`src/rtl/acc_cpu_pkg.sv`:
```
`timescale 1ns / 1ps
`default_nettype none
// ----------------------------------------------------------------------------
// acc_cpu_pkg
// Shared constants and controller/datapath interface types for the
// accumulator cpu execute block.
// ----------------------------------------------------------------------------
package acc_cpu_pkg;

   // default sizes
   localparam int DATA_DEPTH_DEFAULT = 256;
   localparam int PC_WIDTH_DEFAULT   = 16;

   // field widths
   localparam int OP_W     = 2;
   localparam int OPCODE_W = 4;
   localparam int WORD_W   = 32;
   localparam int STATUS_W = 2;
   localparam int SIZE_W   = 9;
   localparam int RSP_PC_W = 16;

   localparam logic [SIZE_W-1:0] DATA_SIZE_RESET = 9'd256;

   // item kinds
   localparam logic [OP_W-1:0] OP_EXEC  = 2'd0;
   localparam logic [OP_W-1:0] OP_WRITE = 2'd1;
   localparam logic [OP_W-1:0] OP_READ  = 2'd2;
   localparam logic [OP_W-1:0] OP_RETI  = 2'd3;

   // instruction opcodes
   localparam logic [OPCODE_W-1:0] OPC_CARGI = 4'd0;
   localparam logic [OPCODE_W-1:0] OPC_CARGM = 4'd1;
   localparam logic [OPCODE_W-1:0] OPC_CARGX = 4'd2;
   localparam logic [OPCODE_W-1:0] OPC_ARMM  = 4'd3;
   localparam logic [OPCODE_W-1:0] OPC_ARMX  = 4'd4;
   localparam logic [OPCODE_W-1:0] OPC_SOMA  = 4'd5;
   localparam logic [OPCODE_W-1:0] OPC_NEG   = 4'd6;
   localparam logic [OPCODE_W-1:0] OPC_DESVZ = 4'd7;

   // cpu status codes
   localparam logic [STATUS_W-1:0] STATUS_NORMAL  = 2'd0;
   localparam logic [STATUS_W-1:0] STATUS_ILLEGAL = 2'd1;
   localparam logic [STATUS_W-1:0] STATUS_MEMVIOL = 2'd2;

   // accumulator update
   localparam logic [2:0] ACC_KEEP = 3'd0;
   localparam logic [2:0] ACC_ARG  = 3'd1;
   localparam logic [2:0] ACC_MEM  = 3'd2;
   localparam logic [2:0] ACC_ADD  = 3'd3;
   localparam logic [2:0] ACC_NEG  = 3'd4;

   // program counter update
   localparam logic [1:0] PC_KEEP = 2'd0;
   localparam logic [1:0] PC_INC  = 2'd1;
   localparam logic [1:0] PC_JUMP = 2'd2;

   // status update
   localparam logic [1:0] ST_KEEP    = 2'd0;
   localparam logic [1:0] ST_ILLEGAL = 2'd1;
   localparam logic [1:0] ST_MEMVIOL = 2'd2;
   localparam logic [1:0] ST_CLEAR   = 2'd3;

   // memory address source
   localparam logic ADDR_ARG = 1'b0;
   localparam logic ADDR_MEM = 1'b1;

   // memory write data source
   localparam logic WDATA_VALUE = 1'b0;
   localparam logic WDATA_ACC   = 1'b1;

   typedef struct packed {
      logic       load_req;
      logic       addr_sel;
      logic       mem_we;
      logic       wdata_sel;
      logic [2:0] acc_op;
      logic [1:0] pc_op;
      logic [1:0] st_op;
      logic       rd_load;
      logic       out_load;
   } cmd_type;

   typedef struct packed {
      logic [OP_W-1:0]     op;
      logic [OPCODE_W-1:0] opcode;
      logic                status_busy;
      logic                addr_ok;
      logic                acc_zero;
      logic                out_free;
   } stat_type;

endpackage
`default_nettype wire

```
`src/rtl/acc_cpu_ctrl.sv`:
```
`timescale 1ns / 1ps
`default_nettype none
// ----------------------------------------------------------------------------
// acc_cpu_ctrl
// Sequencer: walks each word through its execute, memory read and result
// steps and issues the datapath commands for each step.
// ----------------------------------------------------------------------------
module acc_cpu_ctrl (
   input  wire logic                 clock,
   input  wire logic                 reset,
   input  wire logic                 req_valid,
   output logic                      req_stall,
   input  wire acc_cpu_pkg::stat_type stat,
   output acc_cpu_pkg::cmd_type      cmd
);

   localparam logic [2:0] S_IDLE = 3'd0;
   localparam logic [2:0] S_EXEC = 3'd1;
   localparam logic [2:0] S_MEM1 = 3'd2;
   localparam logic [2:0] S_MEM2 = 3'd3;
   localparam logic [2:0] S_DONE = 3'd4;

   logic [2:0] state_ff;
   logic [2:0] state_in;
   logic       take_req;

   always_comb begin
      req_stall = 1'b1;
      if (state_ff == S_IDLE) begin
         req_stall = 1'b0;
      end else if (state_ff == S_DONE && stat.out_free) begin
         req_stall = 1'b0;
      end
   end

   assign take_req = req_valid && !req_stall;

   always_comb begin
      state_in      = state_ff;
      cmd           = '0;
      cmd.addr_sel  = acc_cpu_pkg::ADDR_ARG;
      cmd.wdata_sel = acc_cpu_pkg::WDATA_VALUE;
      cmd.acc_op    = acc_cpu_pkg::ACC_KEEP;
      cmd.pc_op     = acc_cpu_pkg::PC_KEEP;
      cmd.st_op     = acc_cpu_pkg::ST_KEEP;
      case (state_ff)
         S_IDLE: begin
            if (take_req) begin
               cmd.load_req = 1'b1;
               state_in     = S_EXEC;
            end
         end
         S_EXEC: begin
            state_in = S_DONE;
            case (stat.op)
               acc_cpu_pkg::OP_EXEC: begin
                  if (!stat.status_busy) begin
                     case (stat.opcode)
                        acc_cpu_pkg::OPC_CARGI: begin
                           cmd.acc_op = acc_cpu_pkg::ACC_ARG;
                           cmd.pc_op  = acc_cpu_pkg::PC_INC;
                        end
                        acc_cpu_pkg::OPC_CARGM, acc_cpu_pkg::OPC_CARGX,
                        acc_cpu_pkg::OPC_ARMX, acc_cpu_pkg::OPC_SOMA: begin
                           if (stat.addr_ok) begin
                              state_in = S_MEM1;
                           end else begin
                              cmd.st_op = acc_cpu_pkg::ST_MEMVIOL;
                           end
                        end
                        acc_cpu_pkg::OPC_ARMM: begin
                           if (stat.addr_ok) begin
                              cmd.mem_we    = 1'b1;
                              cmd.wdata_sel = acc_cpu_pkg::WDATA_ACC;
                              cmd.pc_op     = acc_cpu_pkg::PC_INC;
                           end else begin
                              cmd.st_op = acc_cpu_pkg::ST_MEMVIOL;
                           end
                        end
                        acc_cpu_pkg::OPC_NEG: begin
                           cmd.acc_op = acc_cpu_pkg::ACC_NEG;
                           cmd.pc_op  = acc_cpu_pkg::PC_INC;
                        end
                        acc_cpu_pkg::OPC_DESVZ: begin
                           cmd.pc_op = stat.acc_zero ? acc_cpu_pkg::PC_JUMP
                                                     : acc_cpu_pkg::PC_INC;
                        end
                        default: begin
                           cmd.st_op = acc_cpu_pkg::ST_ILLEGAL;
                        end
                     endcase
                  end
               end
               acc_cpu_pkg::OP_WRITE: begin
                  cmd.mem_we = stat.addr_ok;
               end
               acc_cpu_pkg::OP_READ: begin
                  if (stat.addr_ok) begin
                     state_in = S_MEM1;
                  end
               end
               default: begin
                  // return from interrupt
                  if (stat.status_busy) begin
                     cmd.st_op = acc_cpu_pkg::ST_CLEAR;
                     cmd.pc_op = acc_cpu_pkg::PC_INC;
                  end
               end
            endcase
         end
         S_MEM1: begin
            // read data now holds the word at the argument address
            cmd.addr_sel = acc_cpu_pkg::ADDR_MEM;
            state_in     = S_DONE;
            if (stat.op == acc_cpu_pkg::OP_READ) begin
               cmd.rd_load = 1'b1;
            end else begin
               case (stat.opcode)
                  acc_cpu_pkg::OPC_CARGM: begin
                     cmd.acc_op = acc_cpu_pkg::ACC_MEM;
                     cmd.pc_op  = acc_cpu_pkg::PC_INC;
                  end
                  acc_cpu_pkg::OPC_SOMA: begin
                     cmd.acc_op = acc_cpu_pkg::ACC_ADD;
                     cmd.pc_op  = acc_cpu_pkg::PC_INC;
                  end
                  acc_cpu_pkg::OPC_CARGX: begin
                     if (stat.addr_ok) begin
                        state_in = S_MEM2;
                     end else begin
                        cmd.st_op = acc_cpu_pkg::ST_MEMVIOL;
                     end
                  end
                  acc_cpu_pkg::OPC_ARMX: begin
                     if (stat.addr_ok) begin
                        cmd.mem_we    = 1'b1;
                        cmd.wdata_sel = acc_cpu_pkg::WDATA_ACC;
                        cmd.pc_op     = acc_cpu_pkg::PC_INC;
                     end else begin
                        cmd.st_op = acc_cpu_pkg::ST_MEMVIOL;
                     end
                  end
                  default: begin
                     cmd.acc_op = acc_cpu_pkg::ACC_KEEP;
                  end
               endcase
            end
         end
         S_MEM2: begin
            cmd.acc_op = acc_cpu_pkg::ACC_MEM;
            cmd.pc_op  = acc_cpu_pkg::PC_INC;
            state_in   = S_DONE;
         end
         S_DONE: begin
            if (stat.out_free) begin
               cmd.out_load = 1'b1;
               if (take_req) begin
                  cmd.load_req = 1'b1;
                  state_in     = S_EXEC;
               end else begin
                  state_in = S_IDLE;
               end
            end
         end
         default: begin
            state_in = S_IDLE;
         end
      endcase
   end

   always_ff @(posedge clock) begin
      if (reset) begin
         state_ff <= S_IDLE;
      end else begin
         state_ff <= state_in;
      end
   end

endmodule
`default_nettype wire

```
`config.mk`:
```
export PLATFORM = sky130hd
export DESIGN_NAME = acc_cpu_ctrl
export DESIGN_NICKNAME = d
export VERILOG_FILES = /design/src/rtl/acc_cpu_pkg.sv /design/src/rtl/acc_cpu_ctrl.sv
export SDC_FILE = /design/constraint.sdc
export NUM_CORES = 1
export LEC_CHECK = 0
export BUFFER_PORTS_ARGS = -buffer_cell sky130_fd_sc_hd__buf_4
export CAP_MARGIN = 20
export CORE_AREA = 2 2 39 41
export CTS_CLUSTER_SIZE = 28
export DETAILED_ROUTE_END_ITERATION = 10
export DIE_AREA = 0 0 41 43
export PLACE_DENSITY = 0.77
export SYNTH_ARGS = -nofsm -noshare
export SYNTH_HDL_FRONTEND = slang
export SYNTH_SLANG_ARGS = --single-unit
```
`constraint.sdc`:
```
create_clock -name clock -period 2.1 [get_ports clock]
set_clock_uncertainty 0.2 [all_clocks]
set_input_delay 0.315 -clock clock [delete_from_list [all_inputs] [get_ports clock]]
set_output_delay 0.315 -clock clock [all_outputs]
set_load 0.02 [all_outputs]
```
==> flow_summary.html, run 1 <==
<table>
<tr><th>Metric</th><th>Value</th></tr>
<tr><th colspan="2">Logic synthesis</th></tr>
<tr><td>Yosys top cell area share</td><td>0.129</td></tr>
<tr><td>Cells taking the most area after synthesis</td><td>sky130_fd_sc_hd__dfxtp_1 13%, sky130_fd_sc_hd__nor3_1 6.4%, sky130_fd_sc_hd__nor2_1 6.4%, sky130_fd_sc_hd__nand2_1 5.6%, sky130_fd_sc_hd__nand3_1 4.3%</td></tr>
<tr><td>Parity-gate share of the synthesized area counting xor and xnor cells</td><td>0.0188</td></tr>
<tr><td>Synthesis-stage register bit count</td><td>3</td></tr>
<tr><td>Basic-gate share of the synthesized area counting and, or, nand and nor cells</td><td>0.509</td></tr>
<tr><td>Count of distinct cell types in the synthesized netlist</td><td>32</td></tr>
<tr><td>EDFF count, synth</td><td>0</td></tr>
<tr><td>Async SR Flop Fraction</td><td>0</td></tr>
<tr><td>Yosys top cell by area</td><td>sky130_fd_sc_hd__dfxtp_1</td></tr>
<tr><td>Syn Inst Count</td><td>73</td></tr>
<tr><td>Cell area after synthesis</td><td>around 470 µm²</td></tr>
<tr><td>Main flop type after synthesis</td><td>sky130_fd_sc_hd__dfxtp_1</td></tr>
<tr><td>Dominant combinational cell family by area after synthesis</td><td>simple AND/OR/NAND/NOR gates</td></tr>
<tr><td>Sequential-to-total area share from yosys stat</td><td>0.129</td></tr>
<tr><td>Synthesized netlist net count</td><td>86</td></tr>
<tr><td>Mux contribution to synthesized area</td><td>0.0214</td></tr>
<tr><td>Area fraction in compound gates after synthesis</td><td>0.249</td></tr>
<tr><td>Warnings from Yosys</td><td>0</td></tr>
<tr><td>Synth top cells by count</td><td>8 x sky130_fd_sc_hd__nor2_1, 7 x sky130_fd_sc_hd__nand2_1, 6 x sky130_fd_sc_hd__nor3_1</td></tr>
<tr><td>Mean area per synthesized cell</td><td>about 6.4 µm²</td></tr>
<tr><td>Most common cell in the synthesized netlist</td><td>sky130_fd_sc_hd__nor2_1</td></tr>
<tr><td>Area share of fa/ha/maj cells after synthesis</td><td>0</td></tr>
<tr><th colspan="2">Global route</th></tr>
<tr><td>Global routing usage summed across all routing layers</td><td>0.173</td></tr>
<tr><td>Sum of overflow across all layers after global routing</td><td>0</td></tr>
<tr><td>Number of antenna violations at the first check in global routing</td><td>0</td></tr>
<tr><td>Met3 track utilization from global routing</td><td>0.0314</td></tr>
<tr><td>Pin count of the biggest net entering global routing</td><td>12</td></tr>
<tr><td>First-pass GRT wire length</td><td>2080 µm</td></tr>
<tr><td>Layer with the highest usage</td><td>met2</td></tr>
<tr><td>Met1 track demand over resource in global routing</td><td>0.212</td></tr>
<tr><td>Fraction of met2 tracks used by global routing</td><td>0.275</td></tr>
<tr><td>Via count of the first global-routing pass</td><td>511</td></tr>
<tr><th colspan="2">Detailed routing</th></tr>
<tr><td>Via-to-Cell Ratio</td><td>between 5 and 6</td></tr>
<tr><td>ANT nets after route</td><td>0</td></tr>
<tr><td>First drt pass iteration count</td><td>4</td></tr>
<tr><td>Violation count after the first detailed-routing iteration</td><td>13</td></tr>
<tr><td>WL/cell</td><td>11.8 µm</td></tr>
<tr><td>Final wirelength</td><td>1440 µm</td></tr>
<tr><td>Via count</td><td>~640</td></tr>
<tr><td>Drt drc</td><td>0</td></tr>
<tr><th colspan="2">Setup path</th></tr>
<tr><td>Maximum fanout along the worst path</td><td>4</td></tr>
<tr><td>Type of the setup path with the least slack</td><td>register to output port</td></tr>
<tr><td>Worst setup path startpoint</td><td>state_ff[1]$_SDFFE_PP0P_</td></tr>
<tr><td>Worst reg2reg startpoint</td><td>state_ff[1]$_SDFFE_PP0P_</td></tr>
<tr><td>Critical path launch point type</td><td>register</td></tr>
<tr><td>WP data arrival</td><td>roughly 1.6 ns</td></tr>
<tr><td>Worst path required time</td><td>between 1.5 and 2 ns</td></tr>
<tr><td>Category of the worst setup path capture point</td><td>output port</td></tr>
<tr><th colspan="2">Timing</th></tr>
<tr><td>Share of the clock period used by the worst path</td><td>0.998</td></tr>
<tr><td>Final Max Tran Viols</td><td>0</td></tr>
<tr><td>Setup TNS Final</td><td>0 ns</td></tr>
<tr><td>Worst Tran Pin Value</td><td>between 0.2 and 0.25 ns</td></tr>
<tr><td>Max Clock Freq</td><td>477 MHz</td></tr>
<tr><td>Setup repair after global routing missed its margin</td><td>yes</td></tr>
<tr><td>Max_slew headroom</td><td>0.842</td></tr>
<tr><td>Number of failing hold endpoints at the final stage</td><td>0</td></tr>
<tr><td>Final worst-path setup slack</td><td>0.00459 ns</td></tr>
<tr><td>Time the worst path needs with I/O delays and setup</td><td>between 2 and 2.5 ns</td></tr>
<tr><td>Final setup violation count</td><td>0</td></tr>
<tr><th colspan="2">Placed design</th></tr>
<tr><td>Total half-perimeter wirelength after legalization and detailed placement</td><td>1100 µm</td></tr>
<tr><td>Dpl ws</td><td>approximately 0.16 ns</td></tr>
<tr><td>Count of port buffers added during placement</td><td>26</td></tr>
<tr><td>GPL Wtd Cong</td><td>roughly 0.81</td></tr>
<tr><td>Placed inst area</td><td>slightly above 700 µm²</td></tr>
<tr><td>Post-Place Cells</td><td>around 120</td></tr>
<tr><th colspan="2">CTS</th></tr>
<tr><td>Longest Clk Path Bufs</td><td>2</td></tr>
<tr><td>CTS Hold Buffers Added</td><td>0</td></tr>
<tr><td>Library cell used as clock root buffer</td><td>sky130_fd_sc_hd__clkbuf_4</td></tr>
<tr><td>Total clock buffers created by CTS</td><td>3</td></tr>
<tr><td>TritonCTS sink count</td><td>3</td></tr>
<tr><td>Later-pin clock latency in the skew report</td><td>0.24 ns</td></tr>
<tr><td>H-tree lvl count</td><td>1</td></tr>
<tr><td>Clock transition at the register clock pins on the worst setup and hold paths after CTS</td><td>around 0.040 ns</td></tr>
<tr><td>TritonCTS clock tree</td><td>built</td></tr>
<tr><th colspan="2">Worst hold path</th></tr>
<tr><td>Worst hold start</td><td>reset</td></tr>
<tr><td>Type of the tightest min-delay check</td><td>input pin to register</td></tr>
<tr><th colspan="2">Cells and area</th></tr>
<tr><td>Proportion of layout cells with a drive suffix above 1</td><td>0.443</td></tr>
<tr><td>Layout Cell Area excl Fill</td><td>roughly 800 µm²</td></tr>
<tr><td>Registers with the most flip-flops</td><td>state_ff x3</td></tr>
<tr><td>Layout overhead on the synthesized area</td><td>67.3%</td></tr>
<tr><td>Diode insertion count for antenna repair</td><td>0</td></tr>
<tr><td>Non-filler cells, final</td><td>about 120</td></tr>
<tr><td>Register name with the most flops</td><td>state_ff</td></tr>
<tr><td>Number of flip-flops in the largest register</td><td>3</td></tr>
<tr><td>Total number of nets in the final design</td><td>120</td></tr>
<tr><th colspan="2">Floorplan</th></tr>
<tr><td>Die boundary height</td><td>between 40 and 50 µm</td></tr>
<tr><td>Top-Level Pins</td><td>27</td></tr>
<tr><td>Area of the core</td><td>between 1000 and 1500 µm²</td></tr>
<tr><td>Die X</td><td>41 µm</td></tr>
<tr><td>Effective utilization at floorplan</td><td>0.337</td></tr>
<tr><td>DIE AREA</td><td>between 1500 and 2000 µm²</td></tr>
<tr><td>Core Rows</td><td>14</td></tr>
<tr><th colspan="2">Status</th></tr>
<tr><td>Run status</td><td>finished, final reports clean</td></tr>
<tr><th colspan="2">Flow run</th></tr>
<tr><td>Max-Cap Viols</td><td>0</td></tr>
<tr><th colspan="2">Power and ir drop</th></tr>
<tr><td>Leakage power of the design</td><td>0.381 nW</td></tr>
<tr><td>Maximum VDD drop</td><td>approximately 210 µV</td></tr>
<tr><td>Areal power density over the cells</td><td>approximately 340 nW/µm²</td></tr>
</table>
-- power by group --
group | internal [W] | leakage [nW] | total (W) | switching, W
Clock | 0.0000713 | 0.0150 | 0.000103 | 0.0000315
Combinational | 0.0000468 | 0.341 | 0.0000981 | 0.0000513
Sequential | 0.0000601 | 0.0255 | 0.0000626 | 0.00000257
-- cells by family after synthesis --
kind of cell    after synthesis
simple gates                 43
mux                           1
compound gates               16
buf+inv                       9
xor+xnor                      1
flops                         3
-- final timing paths --
path                         endpoint  slack, ns  cells past startpoint
max                            cmd[6]      0.005                      7
min          state_ff[1]$_SDFFE_PP0P_       0.04                      2
max reg2reg  state_ff[1]$_SDFFE_PP0P_       0.67                      4
min reg2reg  state_ff[2]$_SDFFE_PP0P_       0.33                      2
-- through the flow --
stage	util	total power (W)	hold WS [ns]
floorplan	-	0.000114	0.184
global placement	0.514	0.000154	0.290
detailed placement	0.514	0.000156	0.292
CTS	0.551	0.000266	0.0335
global route	0.564	0.000280	0.0319
finish	0.564	0.000264	0.0399
-- layout make-up --
cell class,instances,area [µm²]
tap,16,20.0
inverter,5,18.8
sequential,3,62.6
timing repair buffer,33,255
clock buffer,4,26.3
fill,144,603
multi-input combinational,61,398
-- worst max-delay path, stage by stage (launching register included) --
cell and delay [ns]:
sky130_fd_sc_hd__dfxtp_2 0.33, sky130_fd_sc_hd__nor3b_4 0.24, sky130_fd_sc_hd__buf_6 0.14, sky130_fd_sc_hd__buf_4 0.10
sky130_fd_sc_hd__and2_1 0.13, sky130_fd_sc_hd__nand2_1 0.07, sky130_fd_sc_hd__a21boi_1 0.17, sky130_fd_sc_hd__buf_4 0.17
-- routing by layer --
| layer | vias to the layer above | part of all wire |
|---|---|---|
| li1 | 332 | - |
| met1 | 285 | 0.42 |
| met2 | 23 | 0.51 |
| met3 | 2 | 0.059 |
| met4 | 0 | 0.0070 |
| met5 | - | 0 |
-- repair_timing --
item                                    4_1_cts  5_1_grt
hold endpoints to repair                      0        0
endpoints found under the setup margin        2        6
cloned                                        0        0
gates resized for setup                       6        4
pin swaps                                     4        4
buffers inserted                              1        1
-- layout by cell type, fill, tap and decap left out, drive strengths merged --
cell type  netlist  layout
nor2b            2       2
and3             1       1
o41ai            1       1
o21ai            2       2
nand2            7       7
mux2i            1       1
a21boi           2       2
nand2b           2       2
nand4            3       3
nand3b           1       1
nor3b            1       1
o2111ai          1       1
nand3            4       4
and2b            1       1
nor4             1       1
dfxtp            3       3
and4             1       1
nor3             6       6
inv              5       5
a31oi            2       2
clkbuf           4       4
or3              2       2
a21o             1       1
or2              2       2
o21a             1       1
a2111o           1       1
and2             1       1
nor2             8       8
buf              0      33
a21oi            3       3
xor2             1       1
a41o             1       1
o31a             1       1
Power figures use the tool's default switching activity.
==> inputs of run 2 (changes only) <==
Settings changed: PLACE_DENSITY 0.77 to 0.65.
==> flow_summary.html, run 2 (synthesis gave the netlist of run 1 again) <==
<table>
<tr><th>Metric</th><th>Value</th></tr>
<tr><th colspan="2">CTS</th></tr>
<tr><td>TritonCTS sink count</td><td>3</td></tr>
<tr><td>Later-pin clock latency in the skew report</td><td>about 0.22 ns</td></tr>
<tr><td>Longest Clk Path Bufs</td><td>2</td></tr>
<tr><td>TritonCTS clock tree</td><td>built</td></tr>
<tr><td>Clock transition at the register clock pins on the worst setup and hold paths after CTS</td><td>roughly 0.040 ns</td></tr>
<tr><td>H-tree lvl count</td><td>1</td></tr>
<tr><td>Library cell used as clock root buffer</td><td>sky130_fd_sc_hd__clkbuf_4</td></tr>
<tr><td>CTS Hold Buffers Added</td><td>0</td></tr>
<tr><td>Total clock buffers created by CTS</td><td>3</td></tr>
<tr><th colspan="2">Setup path</th></tr>
<tr><td>Category of the worst setup path capture point</td><td>output port</td></tr>
<tr><td>Worst setup path startpoint</td><td>state_ff[1]$_SDFFE_PP0P_</td></tr>
<tr><td>Worst reg2reg startpoint</td><td>state_ff[1]$_SDFFE_PP0P_</td></tr>
<tr><td>Type of the setup path with the least slack</td><td>register to output port</td></tr>
<tr><td>Buf/Inv on CP</td><td>3</td></tr>
<tr><td>Critical path launch point type</td><td>register</td></tr>
<tr><td>Maximum fanout along the worst path</td><td>4</td></tr>
<tr><td>WP data arrival</td><td>approximately 1.6 ns</td></tr>
<tr><td>Worst-path cell with the longest stage delay</td><td>sky130_fd_sc_hd__dfxtp_2</td></tr>
<tr><td>Worst path required time</td><td>approximately 1.6 ns</td></tr>
<tr><td>Count of cells along the worst register-to-register path</td><td>4</td></tr>
<tr><td>Family with the most delay on the worst path</td><td>buffers and inverters</td></tr>
<tr><td>Critical Path, Cell by Cell</td><td>nor3b_4, buf_6, nand3b_1, buf_4, o2111ai_2, buf_6</td></tr>
<tr><td>Capture point of the worst path</td><td>cmd[4]</td></tr>
<tr><td>Destination of the worst register-to-register timing path</td><td>state_ff[1]$_SDFFE_PP0P_</td></tr>
<tr><td>Cell depth of the worst setup path</td><td>6</td></tr>
<tr><td>Maximum cell stage delay along the critical path</td><td>about 0.34 ns</td></tr>
<tr><td>Setup slack, reg-to-reg</td><td>between 0.6 and 0.7 ns</td></tr>
<tr><td>Most Frequent Cell on Critical Path</td><td>sky130_fd_sc_hd__buf_6</td></tr>
<tr><th colspan="2">Detailed routing</th></tr>
<tr><td>First drt pass iteration count</td><td>4</td></tr>
<tr><td>WL/cell</td><td>between 10 and 15 µm</td></tr>
<tr><td>Via-to-Cell Ratio</td><td>slightly above 5</td></tr>
<tr><td>ANT nets after route</td><td>0</td></tr>
<tr><td>Via count</td><td>~640</td></tr>
<tr><td>Drt drc</td><td>0</td></tr>
<tr><td>Violation count after the first detailed-routing iteration</td><td>9</td></tr>
<tr><td>Final wirelength</td><td>about 1500 µm</td></tr>
<tr><th colspan="2">Global route</th></tr>
<tr><td>Pin count of the biggest net entering global routing</td><td>12</td></tr>
<tr><td>First-pass GRT wire length</td><td>between 2000 and 2500 µm</td></tr>
<tr><td>Global routing usage summed across all routing layers</td><td>0.162</td></tr>
<tr><td>Via count of the first global-routing pass</td><td>492</td></tr>
<tr><td>Sum of overflow across all layers after global routing</td><td>0</td></tr>
<tr><td>Number of antenna violations at the first check in global routing</td><td>0</td></tr>
<tr><th colspan="2">Floorplan</th></tr>
<tr><td>Die boundary height</td><td>43 µm</td></tr>
<tr><td>Die X</td><td>between 40 and 50 µm</td></tr>
<tr><td>Effective utilization at floorplan</td><td>0.337</td></tr>
<tr><td>Core Rows</td><td>14</td></tr>
<tr><td>Area of the core</td><td>roughly 1400 µm²</td></tr>
<tr><td>Top-Level Pins</td><td>27</td></tr>
<tr><td>DIE AREA</td><td>~1800 µm²</td></tr>
<tr><th colspan="2">Cells and area</th></tr>
<tr><td>Proportion of layout cells with a drive suffix above 1</td><td>0.458</td></tr>
<tr><td>Seq. cell area</td><td>62.6 µm²</td></tr>
<tr><td>Layout overhead on the synthesized area</td><td>73.7%</td></tr>
<tr><td>Register name with the most flops</td><td>state_ff</td></tr>
<tr><td>Commonest non-fill, non-tap cell in the layout</td><td>sky130_fd_sc_hd__buf_4</td></tr>
<tr><td>Number of fill cells</td><td>153</td></tr>
<tr><td>Registers with the most flip-flops</td><td>state_ff x3</td></tr>
<tr><td>Diode insertion count for antenna repair</td><td>0</td></tr>
<tr><td>Number of flip-flops in the largest register</td><td>3</td></tr>
<tr><td>Commonest cells after routing, fill and taps aside</td><td>30 x sky130_fd_sc_hd__buf_4, 8 x sky130_fd_sc_hd__nor2_1, 7 x sky130_fd_sc_hd__nand2_1</td></tr>
<tr><td>Total number of nets in the final design</td><td>approximately 120</td></tr>
<tr><td>Util after Layout</td><td>0.586</td></tr>
<tr><td>Area of the multi-input gates</td><td>between 400 and 500 µm²</td></tr>
<tr><th colspan="2">Power and ir drop</th></tr>
<tr><td>Pwr Total</td><td>between 0.0002 and 0.0003 W</td></tr>
<tr><td>Leakage power of the design</td><td>0.403 nW</td></tr>
<tr><td>Areal power density over the cells</td><td>between 300 and 400 nW/µm²</td></tr>
<tr><td>Maximum VDD drop</td><td>201 µV</td></tr>
<tr><th colspan="2">Timing</th></tr>
<tr><td>Final Max Tran Viols</td><td>0</td></tr>
<tr><td>Final setup violation count</td><td>0</td></tr>
<tr><td>Worst hold margin</td><td>around 0.055 ns</td></tr>
<tr><td>Max Clock Freq</td><td>485 MHz</td></tr>
<tr><td>Max_slew headroom</td><td>0.823</td></tr>
<tr><td>Number of failing hold endpoints at the final stage</td><td>0</td></tr>
<tr><td>Time the worst path needs with I/O delays and setup</td><td>just over 2 ns</td></tr>
<tr><td>Setup repair after global routing missed its margin</td><td>yes</td></tr>
<tr><td>Share of the clock period used by the worst path</td><td>0.982</td></tr>
<tr><td>Worst Tran Pin Value</td><td>roughly 0.26 ns</td></tr>
<tr><th colspan="2">Placed design</th></tr>
<tr><td>Total half-perimeter wirelength after legalization and detailed placement</td><td>~1100 µm</td></tr>
<tr><td>Count of port buffers added during placement</td><td>26</td></tr>
<tr><td>GPL Wtd Cong</td><td>0.779</td></tr>
<tr><th colspan="2">Worst hold path</th></tr>
<tr><td>Type of the tightest min-delay check</td><td>input pin to register</td></tr>
<tr><th colspan="2">Status</th></tr>
<tr><td>Run status</td><td>finished, final reports clean</td></tr>
<tr><th colspan="2">Flow run</th></tr>
<tr><td>Max-Cap Viols</td><td>0</td></tr>
</table>
run 2: cell types whose count changed in the layout (fill, tap and decap cells not counted):
cell | previous run | this run
sky130_fd_sc_hd__buf_6 | 2 | 4
sky130_fd_sc_hd__nor3_2 | 2 | 0
sky130_fd_sc_hd__a21boi_0 | 1 | 2
sky130_fd_sc_hd__a21boi_1 | 1 | 0
sky130_fd_sc_hd__buf_4 | 31 | 30
sky130_fd_sc_hd__nand2b_1 | 2 | 1
sky130_fd_sc_hd__nand2b_4 | 0 | 1
sky130_fd_sc_hd__nor3_1 | 4 | 5
sky130_fd_sc_hd__nor3_4 | 0 | 1
sky130_fd_sc_hd__o2111ai_1 | 1 | 0
sky130_fd_sc_hd__o2111ai_2 | 0 | 1
run 2: final cells by class:
type                            count  area share
Tap cell                           16      0.0247
Sequential cell                     3      0.0772
Multi-Input combinational cell     61       0.509
Inverter                            5      0.0231
Timing Repair Buffer               34       0.333
Clock buffer                        4      0.0324
run 2: routing by layer:
| layer | GRT usage | wire length [µm] | vias up |
|---|---|---|---|
| met5 | 0 | 0 | - |
| met4 | 0.0600 | 0 | 0 |
| met3 | 0.0157 | 46 | 0 |
| met2 | 0.241 | 703 | 12 |
| met1 | 0.234 | 705 | 293 |
| li1 | - | - | 332 |
run 2: worst min-delay path by stage:
stage	startpoint	to	slack (ns)	depth (start not counted)
6_report	reset	state_ff[2]$_SDFFE_PP0P_	0.05	2
5_1_grt	reset	state_ff[1]$_SDFFE_PP0P_	0.05	2
4_1_cts	reset	state_ff[2]$_SDFFE_PP0P_	0.05	2
3_5_place_dp	reset	state_ff[1]$_SDFFE_PP0P_	0.30	2
3_3_place_gp	reset	state_ff[0]$_SDFFE_PP0P_	0.29	2
2_1_floorplan	reset	state_ff[0]$_SDFFE_PP0P_	0.18	1
run 2: where the power goes:
group / internal [W] / switching [W]
Clock: 0.0000710 / 0.0000261
Combinational: 0.0000480 / 0.0000533
Sequential: 0.0000601 / 0.00000264
Total: 0.000179 / 0.0000821
run 2: stage by stage:
stage                     cells  setup TNS, ns  instance area, µm²  setup slack [ns]
after CTS                   120              0                 757          0.000405
after detailed placement    116              0                 712             0.165
after global routing        123         -0.147                 811           -0.0464
after floorplan              73              0                 474           0.00171
after global placement      116              0                 712             0.168
final                       123              0                 811            0.0387
run 2: repair_timing:
item | 4_1_cts | 5_1_grt
cloned | 0 | 0
gates resized for setup | 5 | 8
endpoints found under the setup margin | 3 | 5
endpoints found under the hold margin | 0 | 0
pin swaps | 4 | 3
setup buffers | 0 | 3
==> inputs of run 3 (changes only) <==
Settings changed: CTS_BUF_LIST set to sky130_fd_sc_hd__clkbuf_4 sky130_fd_sc_hd__clkbuf_8.
==> flow_summary.html, run 3 (synthesis gave the netlist of run 1 again) <==
<table>
<tr><th>Metric</th><th>Value</th></tr>
<tr><th colspan="2">Cells and area</th></tr>
<tr><td>Non-filler cells, final</td><td>about 120</td></tr>
<tr><td>Commonest cells after routing, fill and taps aside</td><td>30 x sky130_fd_sc_hd__buf_4, 8 x sky130_fd_sc_hd__nor2_1, 7 x sky130_fd_sc_hd__nand2_1</td></tr>
<tr><td>Number of fill cells</td><td>~150</td></tr>
<tr><td>Registers with the most flip-flops</td><td>state_ff x3</td></tr>
<tr><td>Layout Cell Area excl Fill</td><td>a little over 800 µm²</td></tr>
<tr><td>Total number of nets in the final design</td><td>approximately 120</td></tr>
<tr><td>Proportion of layout cells with a drive suffix above 1</td><td>0.477</td></tr>
<tr><td>Register name with the most flops</td><td>state_ff</td></tr>
<tr><td>Commonest non-fill, non-tap cell in the layout</td><td>sky130_fd_sc_hd__buf_4</td></tr>
<tr><td>Diode insertion count for antenna repair</td><td>0</td></tr>
<tr><td>Number of flip-flops in the largest register</td><td>3</td></tr>
<tr><td>Layout overhead on the synthesized area</td><td>75.6%</td></tr>
<tr><th colspan="2">Setup path</th></tr>
<tr><td>Maximum cell stage delay along the critical path</td><td>approximately 0.34 ns</td></tr>
<tr><td>Category of the worst setup path capture point</td><td>output port</td></tr>
<tr><td>Maximum fanout along the worst path</td><td>5</td></tr>
<tr><td>Family with the most delay on the worst path</td><td>simple AND/OR/NAND/NOR gates</td></tr>
<tr><td>Most Frequent Cell on Critical Path</td><td>sky130_fd_sc_hd__buf_4</td></tr>
<tr><td>WP data arrival</td><td>between 1.5 and 2 ns</td></tr>
<tr><td>Buf/Inv on CP</td><td>2</td></tr>
<tr><td>Critical path launch point type</td><td>register</td></tr>
<tr><td>Critical Path, Cell by Cell</td><td>nand2b_4, nor3_2, buf_4, nand4_1, o21ai_1, buf_4</td></tr>
<tr><td>Worst-path cell with the longest stage delay</td><td>sky130_fd_sc_hd__dfxtp_2</td></tr>
<tr><td>Worst path required time</td><td>1.58 ns</td></tr>
<tr><td>Type of the setup path with the least slack</td><td>register to output port</td></tr>
<tr><th colspan="2">CTS</th></tr>
<tr><td>CTS Hold Buffers Added</td><td>0</td></tr>
<tr><td>Library cell used as clock root buffer</td><td>sky130_fd_sc_hd__clkbuf_4</td></tr>
<tr><td>TritonCTS sink count</td><td>3</td></tr>
<tr><td>Clock transition at the register clock pins on the worst setup and hold paths after CTS</td><td>about 0.040 ns</td></tr>
<tr><td>TritonCTS clock tree</td><td>built</td></tr>
<tr><td>Later-pin clock latency in the skew report</td><td>0.23 ns</td></tr>
<tr><td>H-tree lvl count</td><td>1</td></tr>
<tr><td>Total clock buffers created by CTS</td><td>3</td></tr>
<tr><td>Longest Clk Path Bufs</td><td>2</td></tr>
<tr><th colspan="2">Timing</th></tr>
<tr><td>Time the worst path needs with I/O delays and setup</td><td>a little over 2 ns</td></tr>
<tr><td>Max_slew headroom</td><td>0.828</td></tr>
<tr><td>Number of failing hold endpoints at the final stage</td><td>0</td></tr>
<tr><td>Final setup violation count</td><td>0</td></tr>
<tr><td>Final Max Tran Viols</td><td>0</td></tr>
<tr><td>Worst Tran Pin Value</td><td>0.255 ns</td></tr>
<tr><td>Final worst-path setup slack</td><td>0.0377 ns</td></tr>
<tr><td>Share of the clock period used by the worst path</td><td>0.982</td></tr>
<tr><td>Setup repair after global routing missed its margin</td><td>yes</td></tr>
<tr><td>Max Clock Freq</td><td>485 MHz</td></tr>
<tr><th colspan="2">Global route</th></tr>
<tr><td>First-pass GRT wire length</td><td>between 2000 and 2500 µm</td></tr>
<tr><td>Sum of overflow across all layers after global routing</td><td>0</td></tr>
<tr><td>Number of antenna violations at the first check in global routing</td><td>0</td></tr>
<tr><td>Global routing usage summed across all routing layers</td><td>0.161</td></tr>
<tr><td>Pin count of the biggest net entering global routing</td><td>12</td></tr>
<tr><td>Via count of the first global-routing pass</td><td>between 400 and 500</td></tr>
<tr><th colspan="2">Placed design</th></tr>
<tr><td>Dpl ws</td><td>0.165 ns</td></tr>
<tr><td>Total half-perimeter wirelength after legalization and detailed placement</td><td>approximately 1100 µm</td></tr>
<tr><td>Placed inst area</td><td>approximately 710 µm²</td></tr>
<tr><td>Count of port buffers added during placement</td><td>26</td></tr>
<tr><td>GPL Wtd Cong</td><td>between 0.7 and 0.8</td></tr>
<tr><td>Post-Place Cells</td><td>116</td></tr>
<tr><th colspan="2">Detailed routing</th></tr>
<tr><td>Final wirelength</td><td>around 1500 µm</td></tr>
<tr><td>Via count</td><td>roughly 640</td></tr>
<tr><td>Drt drc</td><td>0</td></tr>
<tr><td>WL/cell</td><td>around 12 µm</td></tr>
<tr><td>First drt pass iteration count</td><td>4</td></tr>
<tr><td>Via-to-Cell Ratio</td><td>5.21</td></tr>
<tr><td>Top layer used by detailed routing</td><td>met3</td></tr>
<tr><td>Wire length on met2</td><td>726 µm</td></tr>
<tr><td>Wire length on met3</td><td>64 µm</td></tr>
<tr><td>M1 WL</td><td>~700 µm</td></tr>
<tr><td>ANT nets after route</td><td>0</td></tr>
<tr><td>Violation count after the first detailed-routing iteration</td><td>5</td></tr>
<tr><th colspan="2">Floorplan</th></tr>
<tr><td>Die boundary height</td><td>43 µm</td></tr>
<tr><td>DIE AREA</td><td>approximately 1800 µm²</td></tr>
<tr><td>Area of the core</td><td>1380 µm²</td></tr>
<tr><td>Core Rows</td><td>14</td></tr>
<tr><td>Effective utilization at floorplan</td><td>0.337</td></tr>
<tr><td>Die X</td><td>41 µm</td></tr>
<tr><td>Top-Level Pins</td><td>27</td></tr>
<tr><th colspan="2">Worst hold path</th></tr>
<tr><td>Type of the tightest min-delay check</td><td>input pin to register</td></tr>
<tr><th colspan="2">Status</th></tr>
<tr><td>Run status</td><td>finished, final reports clean</td></tr>
<tr><th colspan="2">Power and ir drop</th></tr>
<tr><td>Leakage power of the design</td><td>roughly 0.4 nW</td></tr>
<tr><td>Pwr Total</td><td>roughly 0.00027 W</td></tr>
<tr><td>Maximum VDD drop</td><td>approximately 260 µV</td></tr>
<tr><td>Areal power density over the cells</td><td>approximately 330 nW/µm²</td></tr>
<tr><th colspan="2">Flow run</th></tr>
<tr><td>Max-Cap Viols</td><td>0</td></tr>
</table>
## run 3: cell counts in the layout (fill, tap and decap cells not counted)
No cell type changed its count.
## run 3: path summary, 6_finish.rpt
| kind | from | to | slack (ns) | depth (start not counted) |
|---|---|---|---|---|
| hold reg to reg | state_ff[2]$_SDFFE_PP0P_ | state_ff[2]$_SDFFE_PP0P_ | 0.34 | 2 |
| hold / removal | reset | state_ff[0]$_SDFFE_PP0P_ | 0.06 | 2 |
| setup reg to reg | state_ff[2]$_SDFFE_PP0P_ | state_ff[1]$_SDFFE_PP0P_ | 0.65 | 6 |
| setup / recovery | state_ff[2]$_SDFFE_PP0P_ | cmd[10] | 0.04 | 6 |
## run 3: area by class of cell
type,instances,area [µm²],share of cell area
clock buffer,4,30.0,0.0366
multi-input combinational,61,418,0.510
timing repair buffer,34,270,0.330
inverter,5,18.8,0.0229
sequential,3,62.6,0.0763
tap,16,20.0,0.0244
## run 3: layer usage
layer,vias to the layer above,global-route usage
li1,334,-
met1,286,0.237
met2,21,0.244
met3,0,0.0157
met4,0,0.0400
met5,-,0
## run 3: repair_timing
| action | 4_1_cts | 5_1_grt |
|---|---|---|
| resized for setup | 6 | 8 |
| pin swaps | 4 | 3 |
| cloned | 0 | 0 |
| endpoints found under the hold margin | 0 | 0 |
| endpoints found under the setup margin | 3 | 4 |
| setup buffers | 0 | 3 |
## run 3: through the flow
step           TNS, ns   util  hold WS (ns)
4_1_cts              0  0.552        0.0474
5_1_grt         -0.220  0.592        0.0401
3_3_place_gp         0  0.514         0.289
2_1_floorplan        0      -         0.184
6_report             0  0.592        0.0604
3_5_place_dp         0  0.514         0.295
## run 3: power by group
group	switching, W	internal (W)	total (W)
Sequential	0.00000272	0.0000601	0.0000628
Clock	0.0000254	0.0000837	0.000109
Combinational	0.0000538	0.0000480	0.000102
